File: config.mk
export PLATFORM = sky130hd
export DESIGN_NAME = pem_back
export DESIGN_NICKNAME = d
export VERILOG_FILES = /design/src/hdl/prewitt_edge_magnitude_unit_assert.svh /design/src/hdl/pem_pkg.sv /design/src/hdl/pem_back.sv
export SDC_FILE = /design/constraint.sdc
export NUM_CORES = 1
export LEC_CHECK = 0
export ABC_AREA = 1
export BUFFER_PORTS_ARGS = -buffer_cell sky130_fd_sc_hd__buf_4
export CORE_MARGIN = 2
export CORE_UTILIZATION = 46
export CTS_CLUSTER_SIZE = 12
export DETAILED_ROUTE_END_ITERATION = 10
export SKIP_LAST_GASP = 1
export SYNTH_ARGS = -nofsm -noshare
export SYNTH_HDL_FRONTEND = slang
export SYNTH_SLANG_ARGS = --single-unit
File: constraint.sdc
create_clock -name clk -period 10.42 [get_ports clk]
set_input_delay 2.084 -clock clk [delete_from_list [all_inputs] [get_ports clk]]
set_output_delay 2.084 -clock clk [all_outputs]
set_load 0.05 [all_outputs]
File: src/hdl/prewitt_edge_magnitude_unit_assert.svh
// Assertion macros for the RTL of the Prewitt edge unit, used by its job queue.
`ifndef PREWITT_EDGE_MAGNITUDE_UNIT_ASSERT_SVH
`define PREWITT_EDGE_MAGNITUDE_UNIT_ASSERT_SVH

// The consequence must hold in the same cycle as the antecedent.
`define PEM_ASSERT_SAME(label, ante, cons, msg) \
  label: assert property (@(posedge clk) disable iff (!rst_n) (ante) |-> (cons)) \
    else $error(msg);

// The consequence must hold in the cycle after the antecedent.
`define PEM_ASSERT_NEXT(label, ante, cons, msg) \
  label: assert property (@(posedge clk) disable iff (!rst_n) (ante) |=> (cons)) \
    else $error(msg);

`endif

File: src/hdl/pem_pkg.sv
`default_nettype none
package pem_pkg;

  localparam int MAX_LINE = 1024;
  localparam int AW       = $clog2(MAX_LINE);
  localparam int WCW      = $clog2(MAX_LINE + 1);
  localparam int CFG_W_W  = 11;
  localparam int CFG_H_W  = 16;
  localparam int CFG_D_W  = 16;
  localparam int CFG_I_W  = 2;
  localparam int PIX_W    = 8;
  localparam int G_W      = 11;
  localparam int SQ_W     = 20;
  localparam int SUM_W    = 21;
  localparam int JQ_DEPTH = 4;
  localparam int JQ_AW    = $clog2(JQ_DEPTH);
  localparam int JQ_CW    = $clog2(JQ_DEPTH + 1);
  localparam int OQ_CW    = 2;

  typedef enum logic [CFG_I_W-1:0] {
    REG_IMAGE_WIDTH  = 2'd0,
    REG_IMAGE_HEIGHT = 2'd1
  } cfg_reg_t;

  typedef enum logic [2:0] {
    F_IDLE, F_PIX, F_PIX2, F_DR0, F_DR1, F_DR2
  } f_state_t;

  typedef enum logic [2:0] {
    B_IDLE, B_SQ, B_SUM, B_ITER, B_DONE
  } b_state_t;

  typedef logic [PIX_W-1:0] pix_t;

  typedef struct packed {
    pix_t top;
    pix_t mid;
    pix_t bot;
  } col_t;

  typedef struct packed {
    logic signed [G_W-1:0] gx;
    logic signed [G_W-1:0] gy;
    logic                  eor;
    logic                  eof;
    logic                  last;
  } job_t;

  typedef struct packed {
    logic empty;
    logic two_free;
  } jq_status_t;

  typedef struct packed {
    pix_t mag;
    logic eor;
    logic eof;
    logic last;
  } result_t;

  // Both Prewitt gradients of a 3x3 neighborhood given as three columns.
  function automatic job_t make_job(col_t l, col_t c, col_t r,
                                    logic eor, logic eof, logic last);
    job_t j;
    logic [G_W-1:0] tsum, bsum, lsum, rsum;
    tsum = G_W'(l.top) + G_W'(c.top) + G_W'(r.top);
    bsum = G_W'(l.bot) + G_W'(c.bot) + G_W'(r.bot);
    lsum = G_W'(l.top) + G_W'(l.mid) + G_W'(l.bot);
    rsum = G_W'(r.top) + G_W'(r.mid) + G_W'(r.bot);
    j.gx   = $signed(tsum) - $signed(bsum);
    j.gy   = $signed(lsum) - $signed(rsum);
    j.eor  = eor;
    j.eof  = eof;
    j.last = last;
    return j;
  endfunction

endpackage
`default_nettype wire

File: src/hdl/pem_back.sv
`default_nettype none
module pem_back (
  input  wire logic                      clk,
  input  wire logic                      rst_n,
  input  wire pem_pkg::jq_status_t       jq_status,
  input  wire pem_pkg::job_t             jq_head,
  output logic                           jq_pop,
  output logic                           out_empty,
  input  wire logic                      out_pop,
  output logic [pem_pkg::PIX_W-1:0]      out_magnitude,
  output logic                           out_end_of_row,
  output logic                           out_end_of_frame,
  output logic                           out_last_in_run
);

  pem_pkg::b_state_t state_r, state_nxt;

  pem_pkg::job_t                   job_r;
  logic [pem_pkg::SQ_W-1:0]        sqx_r, sqy_r;
  logic [pem_pkg::SUM_W-1:0]       s_r;
  pem_pkg::pix_t                   m_r, trial;
  logic [2:0]                      bit_r;
  logic signed [2*pem_pkg::G_W-1:0] px, py;
  logic [2*pem_pkg::PIX_W-1:0]     tsq;
  logic [2*pem_pkg::PIX_W:0]       tval;
  logic                            hit;

  pem_pkg::result_t                oq_r [2];
  logic                            oq_wr_r, oq_rd_r;
  logic [pem_pkg::OQ_CW-1:0]       oq_cnt_r;
  logic                            oq_push, oq_pop;
  pem_pkg::result_t                res;

  assign px    = job_r.gx * job_r.gx;
  assign py    = job_r.gy * job_r.gy;
  assign trial = m_r | (pem_pkg::PIX_W'(1) << bit_r);
  assign tsq   = trial * trial;
  assign tval  = {1'b0, tsq} + (2*pem_pkg::PIX_W+1)'(trial);
  assign hit   = (pem_pkg::SUM_W'(tval) < s_r);

  assign res.mag  = (s_r == '0) ? '0 : ((m_r == '1) ? m_r : m_r + 1'b1);
  assign res.eor  = job_r.eor;
  assign res.eof  = job_r.eof;
  assign res.last = job_r.last;

  always_comb begin
    state_nxt = state_r;
    jq_pop    = 1'b0;
    oq_push   = 1'b0;
    case (state_r)
      pem_pkg::B_IDLE: begin
        if (!jq_status.empty) begin
          jq_pop    = 1'b1;
          state_nxt = pem_pkg::B_SQ;
        end
      end
      pem_pkg::B_SQ:   state_nxt = pem_pkg::B_SUM;
      pem_pkg::B_SUM:  state_nxt = pem_pkg::B_ITER;
      pem_pkg::B_ITER: begin
        if (bit_r == '0) state_nxt = pem_pkg::B_DONE;
      end
      pem_pkg::B_DONE: begin
        if (oq_cnt_r != pem_pkg::OQ_CW'(2)) begin
          oq_push   = 1'b1;
          state_nxt = pem_pkg::B_IDLE;
        end
      end
      default: state_nxt = pem_pkg::B_IDLE;
    endcase
  end

  always_ff @(posedge clk) begin
    if (!rst_n) begin
      state_r <= pem_pkg::B_IDLE;
    end else begin
      state_r <= state_nxt;
    end
  end

  // Square root rounded to nearest: find the largest m with m*m+m below s, one bit a cycle.
  always_ff @(posedge clk) begin
    case (state_r)
      pem_pkg::B_IDLE: job_r <= jq_head;
      pem_pkg::B_SQ: begin
        sqx_r <= px[pem_pkg::SQ_W-1:0];
        sqy_r <= py[pem_pkg::SQ_W-1:0];
      end
      pem_pkg::B_SUM: begin
        s_r   <= pem_pkg::SUM_W'(sqx_r) + pem_pkg::SUM_W'(sqy_r);
        m_r   <= '0;
        bit_r <= 3'd7;
      end
      pem_pkg::B_ITER: begin
        if (hit) m_r <= trial;
        bit_r <= bit_r - 1'b1;
      end
      default: begin
      end
    endcase
  end

  assign out_empty        = (oq_cnt_r == '0);
  assign oq_pop           = out_pop && !out_empty;
  assign out_magnitude    = oq_r[oq_rd_r].mag;
  assign out_end_of_row   = oq_r[oq_rd_r].eor;
  assign out_end_of_frame = oq_r[oq_rd_r].eof;
  assign out_last_in_run  = oq_r[oq_rd_r].last;

  always_ff @(posedge clk) begin
    if (oq_push) oq_r[oq_wr_r] <= res;
  end

  always_ff @(posedge clk) begin
    if (!rst_n) begin
      oq_wr_r  <= 1'b0;
      oq_rd_r  <= 1'b0;
      oq_cnt_r <= '0;
    end else begin
      if (oq_push) oq_wr_r <= !oq_wr_r;
      if (oq_pop)  oq_rd_r <= !oq_rd_r;
      if (oq_push && !oq_pop)      oq_cnt_r <= oq_cnt_r + 1'b1;
      else if (!oq_push && oq_pop) oq_cnt_r <= oq_cnt_r - 1'b1;
    end
  end

endmodule
`default_nettype wire
-- Yosys cells after proc, flatten, opt, wreduce, memory -nomap -nowiden
Memory sizes are Yosys's and may differ from the RTL's. A register that Yosys moved wholly into a read port is not among the register bits.
Cells that the tools add are included.
- logic and storage cells: 72
- RAM bits: 22
- memory bits (read-only): 0
- flip-flop bits (word level): 104
- bits in latches: 0
- output and inout port bits: 13
- memories kept: 1
- bitwise gates (word level): 1
- equal/unequal tests: 10
- shift-type cells: 1
- order comparisons: 1
- multipliers: 3
- muxes and demuxes: 19
- divide/modulo/power cells: 0
- reductions and logical operators: 16
- add/sub/neg operators: 6
- memories (memory ; words ; width ; rd ports ; clocked after memory_dff ; wr ports ; RTL line ; RTL):
    oq_r ; 2 ; 11 ; 1 ; 1 ; 1 ; pem_back.sv:28 ; pem_pkg::result_t oq_r [2];
- operators with widths (cell ; number):
    11-bit by 11-bit multiplier with 20-bit output ; 2
    8-bit 2-to-1 mux ; 3
    20-bit by 20-bit adder with 21-bit output ; 1
    21-bit zero test ; 1
    17-bit by 21-bit less-than comparator with 1-bit output ; 1
    16-bit by 8-bit adder with 17-bit output ; 1
    8-bit by 8-bit multiplier with 16-bit output ; 1
    8-bit case mux with 2 select lines ; 1
    3-bit case mux with 5 select lines ; 1
    2-bit != test, second input constant ; 5
    3-bit 2-to-1 mux ; 3
    8-bit by 1-bit adder with 8-bit output, second input constant ; 1
    8-bit == test, second input constant ; 1
    1-bit 2-to-1 mux ; 8
    8-bit bitwise OR ; 1
    1-bit by 3-bit left shift with 8-bit output, first input constant ; 1
    3-bit by 2-bit == test with 1-bit output, second input constant ; 2
    3-bit zero test ; 2
    3-bit case mux with 2 select lines ; 1
    1-bit zero test ; 5
    2-bit 2-to-1 mux ; 2
    2-bit nonzero test ; 2
    3-bit by 1-bit == test with 1-bit output, second input constant ; 1
    3-bit == test, second input constant ; 1
    other kinds (7) ; 9

-- Longest topological paths before layout
- depth after elaboration: 7
- depth in mapped cells: 30
- depth with buffers taken out: 29

-- Least setup slack after synthesis
Ideal clock, no wire load.
- kind: flip-flop to flip-flop
- start point: register bit_r[0]
- end point: register m_r[0] (enable)
- library setup time: 297 ps
- setup slack: 4863 ps
- buffers on the path: 1
- period minus slack after synthesis: 5557 ps
- arrival: 5260 ps
- stages on the path, launching flop included: 27
- cell sequence: edfxtp_1 ha_1 a21oi_1 inv_1 buf_2 nand2_1 inv_1 fa_1 fa_1 fa_1 inv_1 fa_1 inv_1 ha_1 a21oi_1 o21ai_0 a21oi_1 xor2_1 inv_1 ha_1 nand2_1 nor2_1 nand4_1 nor2_1 o21ai_0 nand4_1 nand2_1
- word-level cells in the longest chain between the ends: 7
- RTL lines (what ; RTL line ; RTL):
    start, declared ; pem_back.sv:22 ; logic [2:0] bit_r;
    start signal, assigned ; pem_back.sv:95 ; bit_r <= bit_r - 1'b1;
    1-bit by 3-bit left shift with 8-bit output (*) ; pem_back.sv:36 ; assign trial = m_r | (pem_pkg::PIX_W'(1) << bit_r);
    8-bit bitwise OR (*) ; pem_back.sv:36 ;
    via trial[5] ; pem_back.sv:21 ; pem_pkg::pix_t m_r, trial;
    8-bit by 8-bit multiplier with 16-bit output ; pem_back.sv:37 ; assign tsq = trial * trial;
    16-bit by 8-bit adder with 17-bit output (*) ; pem_back.sv:38 ; assign tval = {1'b0, tsq} + (2*pem_pkg::PIX_W+1)'(trial);
    17-bit by 21-bit less-than comparator with 1-bit output (*) ; pem_back.sv:39 ; assign hit = (pem_pkg::SUM_W'(tval) < s_r);
    2-bit != test (no line) (*) ; - ;
    2-bit AND reduction (no line) (*) ; - ;
    end signal, assigned ; pem_back.sv:94 ; if (hit) m_r <= trial;
    end, declared ; pem_back.sv:21 ;
The timed path passes the listed nets; every way through them passes the cells marked *.
A chain may end at the register's enable or synchronous reset.

-- Final worst setup path
Same ends and word-level chain as after synthesis.

==> results.json <==
{
  "status": "complete, no violations",
  "r2r-end": "m_r[0]",
  "synth_fp_nets": 2307,
  "cts_hold_buf": 0,
  "synth-async-reset-ratio_pct": 0,
  "synth_top_area_share_pct": 27.6,
  "multi_input_area_um2": 10500,
  "synth_ff_type": "edfxtp_1",
  "worst-path-buf-inv": 6,
  "criticalPathCategory": "flip-flop to flip-flop",
  "syn-cell-area_um2": 16300,
  "finalMaxSlewViolations": 0,
  "grt_pass1_vias": 11813,
  "clockBufferDepth": 2,
  "cts_tree": "done",
  "max_clock_freq_mhz": 156,
  "syn_area_per_cell_um2": 8.58,
  "via_per_inst": 4.77,
  "clock_skew_ns": 0.0177,
  "nFillCells": 3346,
  "synth_cell_types": 42,
  "synthTopCellsByArea": "fa_1, edfxtp_1, inv_1",
  "dp.final_hpwl_mm": 26.0,
  "port_buffers": 41,
  "io_pins": 43,
  "die_area_um2": 36900,
  "diodes": 0,
  "cp.depth": 26,
  "final_cell_mix": "inv_1, nand2_1, fa_1",
  "layout.nets": 2339,
  "setup_viol": 0,
  "final_common_cell": "inv_1",
  "cts_resized": 0,
  "crit_family": "adder cells",
  "drt-pass1-iter-count": 5,
  "seq_area_um2": 3670,
  "netlist_instances": 1897,
  "die_x_um": 192,
  "r2r-start": "bit_r[0]",
  "finalCritPeriodShare_pct": 61.5,
  "grt_antenna_before_repair": 0,
  "core_um2": 34700,
  "wl_per_cell_um": 13.0,
  "drt_iter0_drc": 663,
  "synth-edff-count": 117,
  "rsz0062_at_grt": "no",
  "endpoint_kind": "flip-flop",
  "drive_gt1_share_pct": 6.28,
  "setup_tns_ns": 0,
  "area_growth_pct": 8.60,
  "cp_data_required_time_ns": 10.51,
  "cts.sinks": 125,
  "critPathMostFrequentCell": "inv_1",
  "final.min_clock_period_ns": 6.40,
  "die_h_um": 192,
  "holdCritPathClass": "flip-flop to flip-flop",
  "ys_seq_elements": 125,
  "cts.clk_slew.worst_paths_ns": 0.06,
  "r2r_cells": 26,
  "ys_seq_area_share_pct": 22.6,
  "cts-root-buf": "clkbuf_16",
  "cts_buffers": 17,
  "critPathCapture": "m_r[0]",
  "ys_warn_count": 0,
  "wl_mm": 31.2,
  "cp_slowest_stage_delay_ns": 0.56,
  "hold_violations": 0,
  "startpoint_type": "flip-flop",
  "crit_fanout": 9,
  "gp_congestion": 0.830,
  "relSlewSlack_pct": 31.3,
  "grt_overflow": 0,
  "grt_first_pass_wirelength_mm": 54.6,
  "grt_max_degree": 40,
  "crit_slowest_cell": "fa_1",
  "clk_latency_ns": 0.44,
  "initial_utilization_pct": 46.9,
  "grt_usage_pct": 18.5,
  "rows": 68,
  "worstMarginPinSlew_ns": 1.03,
  "postCtsSetupBuffers": 0,
  "htreeDepth": 4,
  "synth_top_cell_by_area": "fa_1",
  "rrSetupSlack_ns": 4.02,
  "crit_path_start": "bit_r[0]",
  "drc": 0,
  "num_vias": 11433,
  "max_cap_violations": 0,
  "cp.arrival_ns": 6.50,
  "drtAntennaViolNets": 0
}
## per-layer routing
metal  GRT usage [%]  part of all wire [%]  wire [um]  up-vias
li1                -                     -          -     5784
met1            24.3                    47      14500     5444
met2            32.3                    49      15300      175
met3            2.81                   2.8        879       30
met4            4.40                   1.5        480        0
met5               0                     0          0        -
## sequential cells by signal, indices dropped and copies added, names as in the netlist, named ones only
signal and flops:
bit_r 3, job_r 25, m_r 8, oq_cnt_r 2, oq_r 22, oq_rd_r 1
oq_wr_r 1, s_r 21, sqx_r 19, sqy_r 19, state_r 3
## Yosys cell counts, types with 2 or more instances
cell type and count:
nor4_1 3, nand2_2 6, mux2_2 11, nand2_1 385
edfxtp_1 117, fa_1 224, clkbuf_1 25, a21oi_1 76
nor2_2 2, o21a_1 2, inv_2 3, a21o_1 8
buf_2 2, nand4_1 14, o21ai_1 4, nor2_1 94
o21ai_2 2, inv_1 534, xor2_1 48, o21bai_1 7
nor3_1 8, nand3_2 2, nand3b_1 2, o21ai_0 39
nand3_1 65, xnor2_1 20, a21oi_2 3, ha_1 156
a31oi_1 4, or2_2 9, dfxtp_1 8, nor3_2 4
## area by class of cell
type | instances | share of cell area, %
inverters | 538 | 11.4
well taps | 455 | 3.22
clock inverters | 15 | 1.10
clock buffers | 17 | 2.41
multi-input cells | 1204 | 59.2
flip-flops and latches | 125 | 20.8
repair buffers | 43 | 1.83
## logic make-up after synthesis
family / Yosys count / share of synthesized area, %
and+or+nand+nor: 595 / 15.1
buffers and inverters: 568 / 13.2
adders and majority gates: 380 / 39.5
AOI/OAI and AO/OA: 150 / 5.17
DFF: 125 / 22.6
xor gates and xnor gates: 68 / 3.66
muxes: 11 / 0.761
## worst reg2reg max path, cell delays in order, from the launching register on
cell and delay, ns:
edfxtp_1 0.40, inv_1 0.10, ha_1 0.24, a21oi_2 0.24, clkinv_1 0.34, nand2_1 0.22
inv_1 0.07, fa_1 0.49, fa_1 0.54, fa_1 0.56, inv_1 0.06, fa_1 0.53
inv_1 0.04, ha_1 0.35, a21oi_1 0.23, o21ai_0 0.15, a21oi_1 0.17, xor2_1 0.16
inv_1 0.07, ha_1 0.27, nand2_1 0.05, nor2_1 0.15, nand4_1 0.12, nor2_1 0.10
o21ai_0 0.08, nand4_1 0.08, nand2_1 0.26
## metrics by stage
step	hold slack [ns]	cell area [um^2]	util [%]	setup slack, ns	std cells
final	0.452	17700	50.9	4.02	2397
after floorplan	0.421	16300	-	4.86	1897
after CTS	0.462	17700	50.9	3.95	2397
after global placement	0.431	17100	49.1	4.06	2365
after detailed placement	0.445	17100	49.1	3.97	2365
after global routing	0.470	17700	50.9	3.48	2397
## how the worst min path moves through the flow
stage	startpoint	endpoint	slack, ns	cells past startpoint
after floorplan	job_r[0]	oq_r[0][0]	0.42	0
after global placement	job_r[2]	oq_r[0][2]	0.43	0
after detailed placement	job_r[2]	oq_r[0][2]	0.45	0
after CTS	job_r[2]	oq_r[0][2]	0.46	0
after global routing	job_r[2]	oq_r[0][2]	0.47	0
final	job_r[2]	oq_r[0][2]	0.45	0
Power is not shown: default switching activity piles up to over one toggle a cycle in this logic, so the estimate is an artifact.
