--- src/hdl/prewitt_edge_magnitude_unit_assert.svh ---
// Assertion macros for the RTL of the Prewitt edge unit, used by its job queue.
`ifndef PREWITT_EDGE_MAGNITUDE_UNIT_ASSERT_SVH
`define PREWITT_EDGE_MAGNITUDE_UNIT_ASSERT_SVH

// The consequence must hold in the same cycle as the antecedent.
`define PEM_ASSERT_SAME(label, ante, cons, msg) \
  label: assert property (@(posedge clk) disable iff (!rst_n) (ante) |-> (cons)) \
    else $error(msg);

// The consequence must hold in the cycle after the antecedent.
`define PEM_ASSERT_NEXT(label, ante, cons, msg) \
  label: assert property (@(posedge clk) disable iff (!rst_n) (ante) |=> (cons)) \
    else $error(msg);

`endif

--- src/hdl/pem_pkg.sv ---
`default_nettype none
package pem_pkg;

  localparam int MAX_LINE = 1024;
  localparam int AW       = $clog2(MAX_LINE);
  localparam int WCW      = $clog2(MAX_LINE + 1);
  localparam int CFG_W_W  = 11;
  localparam int CFG_H_W  = 16;
  localparam int CFG_D_W  = 16;
  localparam int CFG_I_W  = 2;
  localparam int PIX_W    = 8;
  localparam int G_W      = 11;
  localparam int SQ_W     = 20;
  localparam int SUM_W    = 21;
  localparam int JQ_DEPTH = 4;
  localparam int JQ_AW    = $clog2(JQ_DEPTH);
  localparam int JQ_CW    = $clog2(JQ_DEPTH + 1);
  localparam int OQ_CW    = 2;

  typedef enum logic [CFG_I_W-1:0] {
    REG_IMAGE_WIDTH  = 2'd0,
    REG_IMAGE_HEIGHT = 2'd1
  } cfg_reg_t;

  typedef enum logic [2:0] {
    F_IDLE, F_PIX, F_PIX2, F_DR0, F_DR1, F_DR2
  } f_state_t;

  typedef enum logic [2:0] {
    B_IDLE, B_SQ, B_SUM, B_ITER, B_DONE
  } b_state_t;

  typedef logic [PIX_W-1:0] pix_t;

  typedef struct packed {
    pix_t top;
    pix_t mid;
    pix_t bot;
  } col_t;

  typedef struct packed {
    logic signed [G_W-1:0] gx;
    logic signed [G_W-1:0] gy;
    logic                  eor;
    logic                  eof;
    logic                  last;
  } job_t;

  typedef struct packed {
    logic empty;
    logic two_free;
  } jq_status_t;

  typedef struct packed {
    pix_t mag;
    logic eor;
    logic eof;
    logic last;
  } result_t;

  // Both Prewitt gradients of a 3x3 neighborhood given as three columns.
  function automatic job_t make_job(col_t l, col_t c, col_t r,
                                    logic eor, logic eof, logic last);
    job_t j;
    logic [G_W-1:0] tsum, bsum, lsum, rsum;
    tsum = G_W'(l.top) + G_W'(c.top) + G_W'(r.top);
    bsum = G_W'(l.bot) + G_W'(c.bot) + G_W'(r.bot);
    lsum = G_W'(l.top) + G_W'(l.mid) + G_W'(l.bot);
    rsum = G_W'(r.top) + G_W'(r.mid) + G_W'(r.bot);
    j.gx   = $signed(tsum) - $signed(bsum);
    j.gy   = $signed(lsum) - $signed(rsum);
    j.eor  = eor;
    j.eof  = eof;
    j.last = last;
    return j;
  endfunction

endpackage
`default_nettype wire

--- src/hdl/pem_jobq.sv ---
`default_nettype none
module pem_jobq (
  input  wire logic              clk,
  input  wire logic              rst_n,
  input  wire logic              push,
  input  wire pem_pkg::job_t     push_job,
  input  wire logic              pop,
  output pem_pkg::job_t          head_job,
  output pem_pkg::jq_status_t    status
);

  pem_pkg::job_t                  mem_r [pem_pkg::JQ_DEPTH];
  logic [pem_pkg::JQ_AW-1:0]      wr_ptr_r, rd_ptr_r;
  logic [pem_pkg::JQ_CW-1:0]      count_r;

  assign head_job        = mem_r[rd_ptr_r];
  assign status.empty    = (count_r == '0);
  assign status.two_free = (count_r <= pem_pkg::JQ_CW'(pem_pkg::JQ_DEPTH - 2));

  always_ff @(posedge clk) begin
    if (push) begin
      mem_r[wr_ptr_r] <= push_job;
    end
  end

  always_ff @(posedge clk) begin
    if (!rst_n) begin
      wr_ptr_r <= '0;
      rd_ptr_r <= '0;
      count_r  <= '0;
    end else begin
      if (push) wr_ptr_r <= wr_ptr_r + 1'b1;
      if (pop)  rd_ptr_r <= rd_ptr_r + 1'b1;
      if (push && !pop)      count_r <= count_r + 1'b1;
      else if (!push && pop) count_r <= count_r - 1'b1;
    end
  end

`include "prewitt_edge_magnitude_unit_assert.svh"

  `PEM_ASSERT_SAME(a_no_overflow, push && !pop, count_r != pem_pkg::JQ_CW'(pem_pkg::JQ_DEPTH), "job queue overflow")
  `PEM_ASSERT_SAME(a_no_underflow, pop, count_r != '0, "job queue underflow")
  `PEM_ASSERT_NEXT(a_count_hold, !push && !pop, $stable(count_r), "job queue count moved while idle")

endmodule
`default_nettype wire

--- config.mk ---
export PLATFORM = sky130hd
export DESIGN_NAME = pem_jobq
export DESIGN_NICKNAME = d
export VERILOG_FILES = /design/src/hdl/pem_pkg.sv /design/src/hdl/pem_jobq.sv
export VERILOG_INCLUDE_DIRS = /design/src /design/src/hdl
export SDC_FILE = /design/constraint.sdc
export NUM_CORES = 1
export LEC_CHECK = 0
export ABC_AREA = 1
export BUFFER_PORTS_ARGS = -buffer_cell sky130_fd_sc_hd__buf_4
export CAP_MARGIN = 20
export CORE_ASPECT_RATIO = 1.5
export CORE_MARGIN = 4
export CORE_UTILIZATION = 41
export DETAILED_ROUTE_END_ITERATION = 8
export PLACE_DENSITY_LB_ADDON = 0.3
export SETUP_SLACK_MARGIN = 0.5
export SYNTH_ARGS = -nofsm -noshare
export SYNTH_HDL_FRONTEND = slang
export SYNTH_SLANG_ARGS = --single-unit
--- constraint.sdc ---
create_clock -name clk -period 1.85 [get_ports clk]
set_input_delay 0.185 -clock clk [delete_from_list [all_inputs] [get_ports clk]]
set_output_delay 0.185 -clock clk [all_outputs]
set_load 0.02 [all_outputs]
Yosys cells after proc, flatten, opt, wreduce, memory -nomap -nowiden
Memories as Yosys holds them, arrays and structs flattened. A register that Yosys moved wholly into a read port is not among the register bits.
Cells that the tools add are included.
{ "classes": {"magnitude_cmp": 1, "n_shift": 0, "n_mul": 0, "div_mod_pow": 0, "n_reduce_logical": 6, "n_addsub": 4, "bitwise": 0, "n_eq_ne": 0, "mux": 6} }
{ "op_table": {"columns": ["cell", "count"], "rows": [
  ["$mux W3", 2],
  ["$add A2 B1 Y2 const B", 2],
  ["$mux W2", 2],
  ["$add A3 B1 Y3 const B", 1],
  ["$le A3 B2 Y1 const B", 1],
  ["$logic_not A3 Y1", 1],
  ["$sub A3 B1 Y3 const B", 1],
  ["$logic_and A1 B1 Y1", 2],
  ["$logic_not A1 Y1", 2],
  ["$mux W1", 2],
  ["$reduce_bool A2 Y1", 1]
]} }
{ "word_totals": {"regBits": 7, "word_cells": 21, "mem_bits_ro": 0, "mem_count": 1, "output_inout_bits": 27, "latch_bits": 0, "inputBits": 29, "ram_bits": 100} }
{ "mem_list": {"columns": ["name", "words", "word_bits", "read_ports", "rd_clocked_by_memory_dff", "write_ports", "line", "source"], "rows": [
  ["mem_r", 4, 25, 1, 1, 1, "pem_jobq.sv:12", "pem_pkg::job_t mem_r [pem_pkg::JQ_DEPTH];"]
]} }

Logic depth before layout (Yosys ltp)
Gate-level depths: netlist of the first run.
{ "logic_depth": {"ltp_word": 4, "depth_mapped": 10, "ltp_nobuf": 10} }

Worst setup path before layout of the first run
Ideal clock, no wire load.
{ "synth_path": {"path_type": "register to register", "startpoint": "reg wr_ptr_r[0] in the netlist's numbering", "endpoint": "mem mem_r[2][0] in the netlist's numbering (enable)", "setup_time_ps": 380, "stages_incl_launch_ff": 5, "slack_ps": 382, "n_path_buf": 0, "period_less_slack_ps": 1468, "required_time_ps": 1470, "t_arrival_ps": 1089, "path_cell_list": "dfxtp_1 inv_1 ha_1 nand2_1 inv_1"} }
{ "synth_lines": {"columns": ["element", "line", "source"], "rows": [
  ["from (decl)", "pem_jobq.sv:13", "logic [pem_pkg::JQ_AW-1:0] wr_ptr_r, rd_ptr_r;"],
  ["from (signal assigned)", "pem_jobq.sv:32", "if (push) wr_ptr_r <= wr_ptr_r + 1'b1;"],
  ["to (decl)", "pem_jobq.sv:12", null]
]} }
No word-level cell before the write port.

==> results_dict.tcl, run 1 <==
set metrics [dict create \
    insertion_delay_ps 340 \
    met3_length_um 353 \
    power.density_nw_per_um2 995.0 \
    worstSetupPathType "reg -> out" \
    drive_above_1_share_pct 38.96 \
    cp_data_required_time_ps 1660 \
    diodes 0 \
    synthCells 299 \
    seqPwrFrac_pct 51.7 \
    final_net_count 415 \
    netlist_area_sq_um 4253 \
    overflow 0 \
    initial_utilization_pct 41.96 \
    cp-end-kind "primary output" \
    post-place-cells 469 \
    io-pin-count 56 \
    synth_largest_area_cell "edfxtp_1" \
    synth_warnings 0 \
    cp.arrival_ps 1450 \
    clk_pin_slew_worst_paths_ps 60 \
    final-max-slew-violation-count 0 \
    p_total_mw 5.530 \
    final_cells 502 \
    wirelength_um 9238 \
    wl_met2_um 5294 \
    viasPerCell 5.241 \
    rr_startpoint "wr_ptr_r[1]" \
    cts_tree "built" \
    layout_min_cycle_time_ps 1634 \
    rsz0062_at_grt "yes" \
    vias 2631 \
    place_area_sq_um 4872 \
    die_x_um 91.16 \
    io_buffer_count 55 \
    grt_antenna_before_repair 0 \
    tightest_slew_ps 212.0 \
    power_frac_clock_pct 32.7 \
    hold_path.class "in -> reg" \
    clock-sinks 109 \
    syn_nets 334 \
    syn_area_per_cell_sq_um 14.22 \
    dr.first_iter.drc_count 137 \
    avgRoutedWirePerCell_um 18.40 \
    max_cap_violations 0 \
    drc_errors 0 \
    vdd_drop_max_mv 0.6094 \
    min_period_over_period_pct 88.31 \
    crit_chain "buf_12 > clkbuf_16 > o21ai_1 > o22ai_1 > buf_4" \
    grt_pass1_vias 2782 \
    cts_max_path_buffers 2 \
    hpwl_um 5555 \
    relSlewSlack_pct 85.71 \
    first_pass_iters 4 \
    rows 45 \
    setup-violations-final 0 \
    grt_max_degree 20 \
    slowest_delay_ps 440 \
    ys_ff_latch 109 \
    wl_met1_um 3390 \
    min_from "push_job[10]" \
    cp_top_family "buffers and inverters" \
    fin_util_pct 54.84 \
    die_area_sq_um 12100 \
    detail-route-antenna-nets 0 \
    hold_buffers 0 \
    maxUsedRoutingLayer "met4" \
    p_switching_mw 1.302 \
    die_h_um 132.7 \
    numCtsBuffers 9 \
    intPower_mw 4.228 \
    run_status "finished clean" \
    place.gp.congestion 0.7742 \
    grtUsageTotal_pct 15.74 \
    tns_ps 0 \
    core_area_sq_um 10130 \
    slowest_stage "dfxtp_4" \
    startpoint_type "flop" \
    p_leak_nw 2.023 \
    synth_area_leaders "edfxtp_1 71%, nor2_1 4.9%, dfxtp_1 4.2%, o21ai_2 4.1%, o22ai_1 3.5%" \
    cts-root-buf "clkbuf_16" \
    swShare_pct 23.55 \
    yosysUniqueCellTypes 21 \
    final_hold_viol_count 0 \
    synth.yosys.seq_area_share_pct 74.85 \
    pwr-share-comb_pct 15.6 \
    postLayoutCellArea_sq_um 5558 \
    clock_skew_ps 3.168 \
    grt_pass1_wl_um 14330 \
    cp_max_fo 5 \
    htree_levels 3 \
    syn_to_final_growth_pct 30.69 \
    cp_num_buf_inv 3 \
    yosys.area.top_type_share_pct 70.61 \
    fmax_ghz 0.6121 \
]
==> state kept, by name, summed over array words and instances, names as in the netlist, named ones only <==
| name | count |
|---|---|
| rd_ptr_r | 2 |
| count_r | 3 |
| wr_ptr_r | 2 |
| mem_r | 100 |
==> layout by cell type, fill, tap and decap left out, types with 10 or more instances in the layout <==
cell,count
buf_4,59
buf_6,11
clkbuf_16,10
edfxtp_1,100
nor2_1,45
nor2_2,10
o21ai_0,10
o21ai_1,25
o21ai_2,20
o22ai_1,17
==> cell type report <==
cell class / count / area (sq um)
clock inverter: 6 / 53.80
fill: 817 / 4577
sequential: 109 / 3189
clock buffer: 10 / 229.0
tap: 117 / 146.4
inverter: 16 / 85.08
timing repair inverter: 2 / 22.52
multi-input combinational: 159 / 969.7
timing repair buffer: 83 / 862.1
==> final timing paths <==
check | end | depth (start not counted) | slack (ps)
worst min register to register | flop | 1 | 440
worst max register to register | mem_r[1][8] | 5 | 580
worst max-delay path | head_job[8] | 5 | 220
worst min-delay path | mem_r[3][10] | 1 | 50
==> power groups by stage <==
stage | sequential [mW] | clock, mW | combinational, mW
after floorplan | 2.89 | 0 | 0.412
after global placement | 2.90 | 0 | 0.707
after detailed placement | 2.90 | 0 | 0.720
after CTS | 2.85 | 1.85 | 0.835
after global routing | 2.87 | 1.95 | 0.932
final | 2.86 | 1.81 | 0.862
==> routing by layer <==
metal	track usage, %	vias up
met5	0	-
li1	-	1263
met4	7.802	0
met2	29.54	59
met3	2.617	20
met1	16.74	1289
==> stage by stage <==
| step | setup slack [ps] | hold slack, ps |
|---|---|---|
| floorplan | 501.1 | 283.9 |
| global placement | 392.9 | 385.4 |
| detailed placement | 366.3 | 391.2 |
| CTS | 230.1 | 36.25 |
| global route | 169.7 | 39.49 |
| finish | 216.3 | 46.77 |
==> cell usage after synthesis (all sizes together) <==
cell	instances
nor2	55
nand3	1
buf	15
a21oi	5
o22ai	25
nor3	1
inv	16
edfxtp	100
o21ai	56
dfxtp	9
nand4	1
nand2	9
fa	1
ha	5
==> repair_timing <==
item,in CTS,in global routing
setup endpoints to repair,80,25
pin swaps,3,16
buffers inserted,9,1
resized for setup,30,20
cloned,6,1
==> logic make-up (layout without fill, tap and decap cells) <==
logic type | count (synthesis) | in the layout | share of synthesized area (%)
compound gates | 86 | 86 | 12.77
simple gates | 67 | 67 | 6.031
flops | 109 | 109 | 74.85
buf+inv | 31 | 117 | 4.413
fa+ha+maj | 6 | 6 | 1.942
Note: power is estimated with default switching activity, not from simulation.
==> inputs of run 2 (changes only) <==
--- a/config.mk
+++ b/config.mk
@@ -14,6 +14,7 @@
 export CORE_UTILIZATION = 41
 export DETAILED_ROUTE_END_ITERATION = 8
 export PLACE_DENSITY_LB_ADDON = 0.3
+export RECOVER_POWER = 100
 export SETUP_SLACK_MARGIN = 0.5
 export SYNTH_ARGS = -nofsm -noshare
 export SYNTH_HDL_FRONTEND = slang
==> run 2 against run 1 <==
Critical endpoint unchanged. Global-route usage unchanged. Critical path type unchanged. Largest power group unchanged. Combinational power down 6.4%. Total power is 0.90% lower. Wire length increased by 0.14%. Via count is 0.87% higher. Non-clock buffer count unchanged.
==> results_dict.tcl, run 2 (synthesized netlist as in run 1, its figures left out) <==
set metrics [dict create \
    final-max-slew-violation-count 0 \
    clock-sinks 109 \
    fmax_ghz 0.5840 \
    grtUsageTotal_pct 15.74 \
    diodes 0 \
    cp-end-kind "primary output" \
    io-pin-count 56 \
    hold_path.class "in -> reg" \
    viasPerCell 5.287 \
    fin_util_pct 53.06 \
    final_cell_mix "100 x edfxtp_1, 46 x nor2_1, 32 x clkbuf_1" \
    multiInputGateArea_sq_um 967.2 \
    drive_above_1_share_pct 29.87 \
    final_net_count 415 \
    p_leak_nw 1.897 \
    power.density_nw_per_um2 1019 \
    clock_skew_ps 3.839 \
    setup-violations-final 0 \
    syn_to_final_growth_pct 26.45 \
    numCtsBuffers 9 \
    avgRoutedWirePerCell_um 18.43 \
    postLayoutCellArea_sq_um 5378 \
    final_cells 502 \
    rows 45 \
    fill_cells 855 \
    max_cap_violations 0 \
    grt_max_degree 20 \
    cp_data_required_time_ps 1660 \
    wirelength_um 9251 \
    largest_reg_flops 100 \
    place_area_sq_um 4872 \
    initial_utilization_pct 41.96 \
    rsz0062_at_grt "yes" \
    run_status "finished clean" \
    overflow 0 \
    tightest_slew_ps 585.4 \
    startpoint_type "flop" \
    io_buffer_count 55 \
    rr_startpoint "wr_ptr_r[1]" \
    relSlewSlack_pct 60.97 \
    cp_max_fo 5 \
    cp.arrival_ps 1530 \
    final_common_cell "edfxtp_1" \
    place.gp.congestion 0.7742 \
    clk_pin_slew_worst_paths_ps 60 \
    drc_errors 0 \
    min_period_over_period_pct 92.57 \
    core_area_sq_um 10130 \
    htree_levels 3 \
    grt_pass1_vias 2782 \
    die_area_sq_um 12100 \
    vias 2654 \
    detail-route-antenna-nets 0 \
    hold_ws_ps 108.3 \
    cts-root-buf "clkbuf_16" \
    layout_min_cycle_time_ps 1712 \
    tns_ps 0 \
    final_hold_viol_count 0 \
    regArea_sq_um 3186 \
    post-place-cells 469 \
    worstSetupPathType "reg -> out" \
    dr.first_iter.drc_count 158 \
    first_pass_iters 4 \
    hold_buffers 0 \
    insertion_delay_ps 340 \
    hpwl_um 5555 \
    cts_max_path_buffers 2 \
    die_x_um 91.16 \
    die_h_um 132.7 \
    min_from "push_job[2]" \
    cts_tree "built" \
    largest_registers "mem_r x100, count_r x3" \
    vdd_drop_max_mv 0.6091 \
    top_register "mem_r" \
    grt_antenna_before_repair 0 \
    grt_pass1_wl_um 14330 \
]
## run 2: cell types whose count changed in the layout (fill, tap and decap cells not counted), sizes merged
cell / delta
buf: -35
clkbuf: +35
## run 2: report_power, final
| group | total (mW) | switching [mW] | leakage [nW] | internal, mW |
|---|---|---|---|---|
| clock network | 1.82 | 0.783 | 0.135 | 1.03 |
| logic | 0.807 | 0.469 | 0.768 | 0.338 |
| registers | 2.86 | 0.0497 | 0.994 | 2.81 |
## run 2: cell type report
class	instances	share of cell area, %
inverters	16	1.443
flip-flops and latches	109	59.24
clock buffers	10	4.258
well taps	117	2.722
multi-input cells	159	17.99
clock inverters	6	1.000
repair inverters	2	0.4188
repair buffers	83	12.94
## run 2: timing repair
| action | 4_1_cts | 5_1_grt |
|---|---|---|
| cloned | 6 | 1 |
| buffers inserted | 9 | 1 |
| pin swaps | 3 | 16 |
| endpoints found under the setup margin | 80 | 25 |
| gates resized for setup | 30 | 20 |
| hold endpoints to repair | 0 | 0 |
## run 2: worst paths after layout
kind,to,slack (ps),depth (start not counted)
worst max-delay path,head_job[8],140,5
worst min-delay path,mem_r[1][2],110,1
worst max register to register,mem_r[1][8],220,5
worst min register to register,flop,440,1
## run 2: critical path, stage by stage (launching register included)
cell and delay, ps:
dfxtp_2 490, buf_12 170, clkbuf_16 140, o21ai_1 60, o22ai_1 150, buf_4 160
## run 2: stage by stage
stage	setup WS, ps	total power [mW]
floorplan	501.1	3.305
CTS	230.1	5.540
detailed placement	366.3	3.623
finish	137.5	5.480
global placement	392.9	3.605
global route	87.32	5.690
## run 2: per-layer routing
layer / wire length [um] / GRT usage (%) / up-vias
li1: - / - / 1261
met3: 344 / 2.617 / 19
met5: 0 / 0 / -
met1: 3489 / 16.74 / 1318
met2: 5203 / 29.54 / 56
met4: 214 / 7.802 / 0
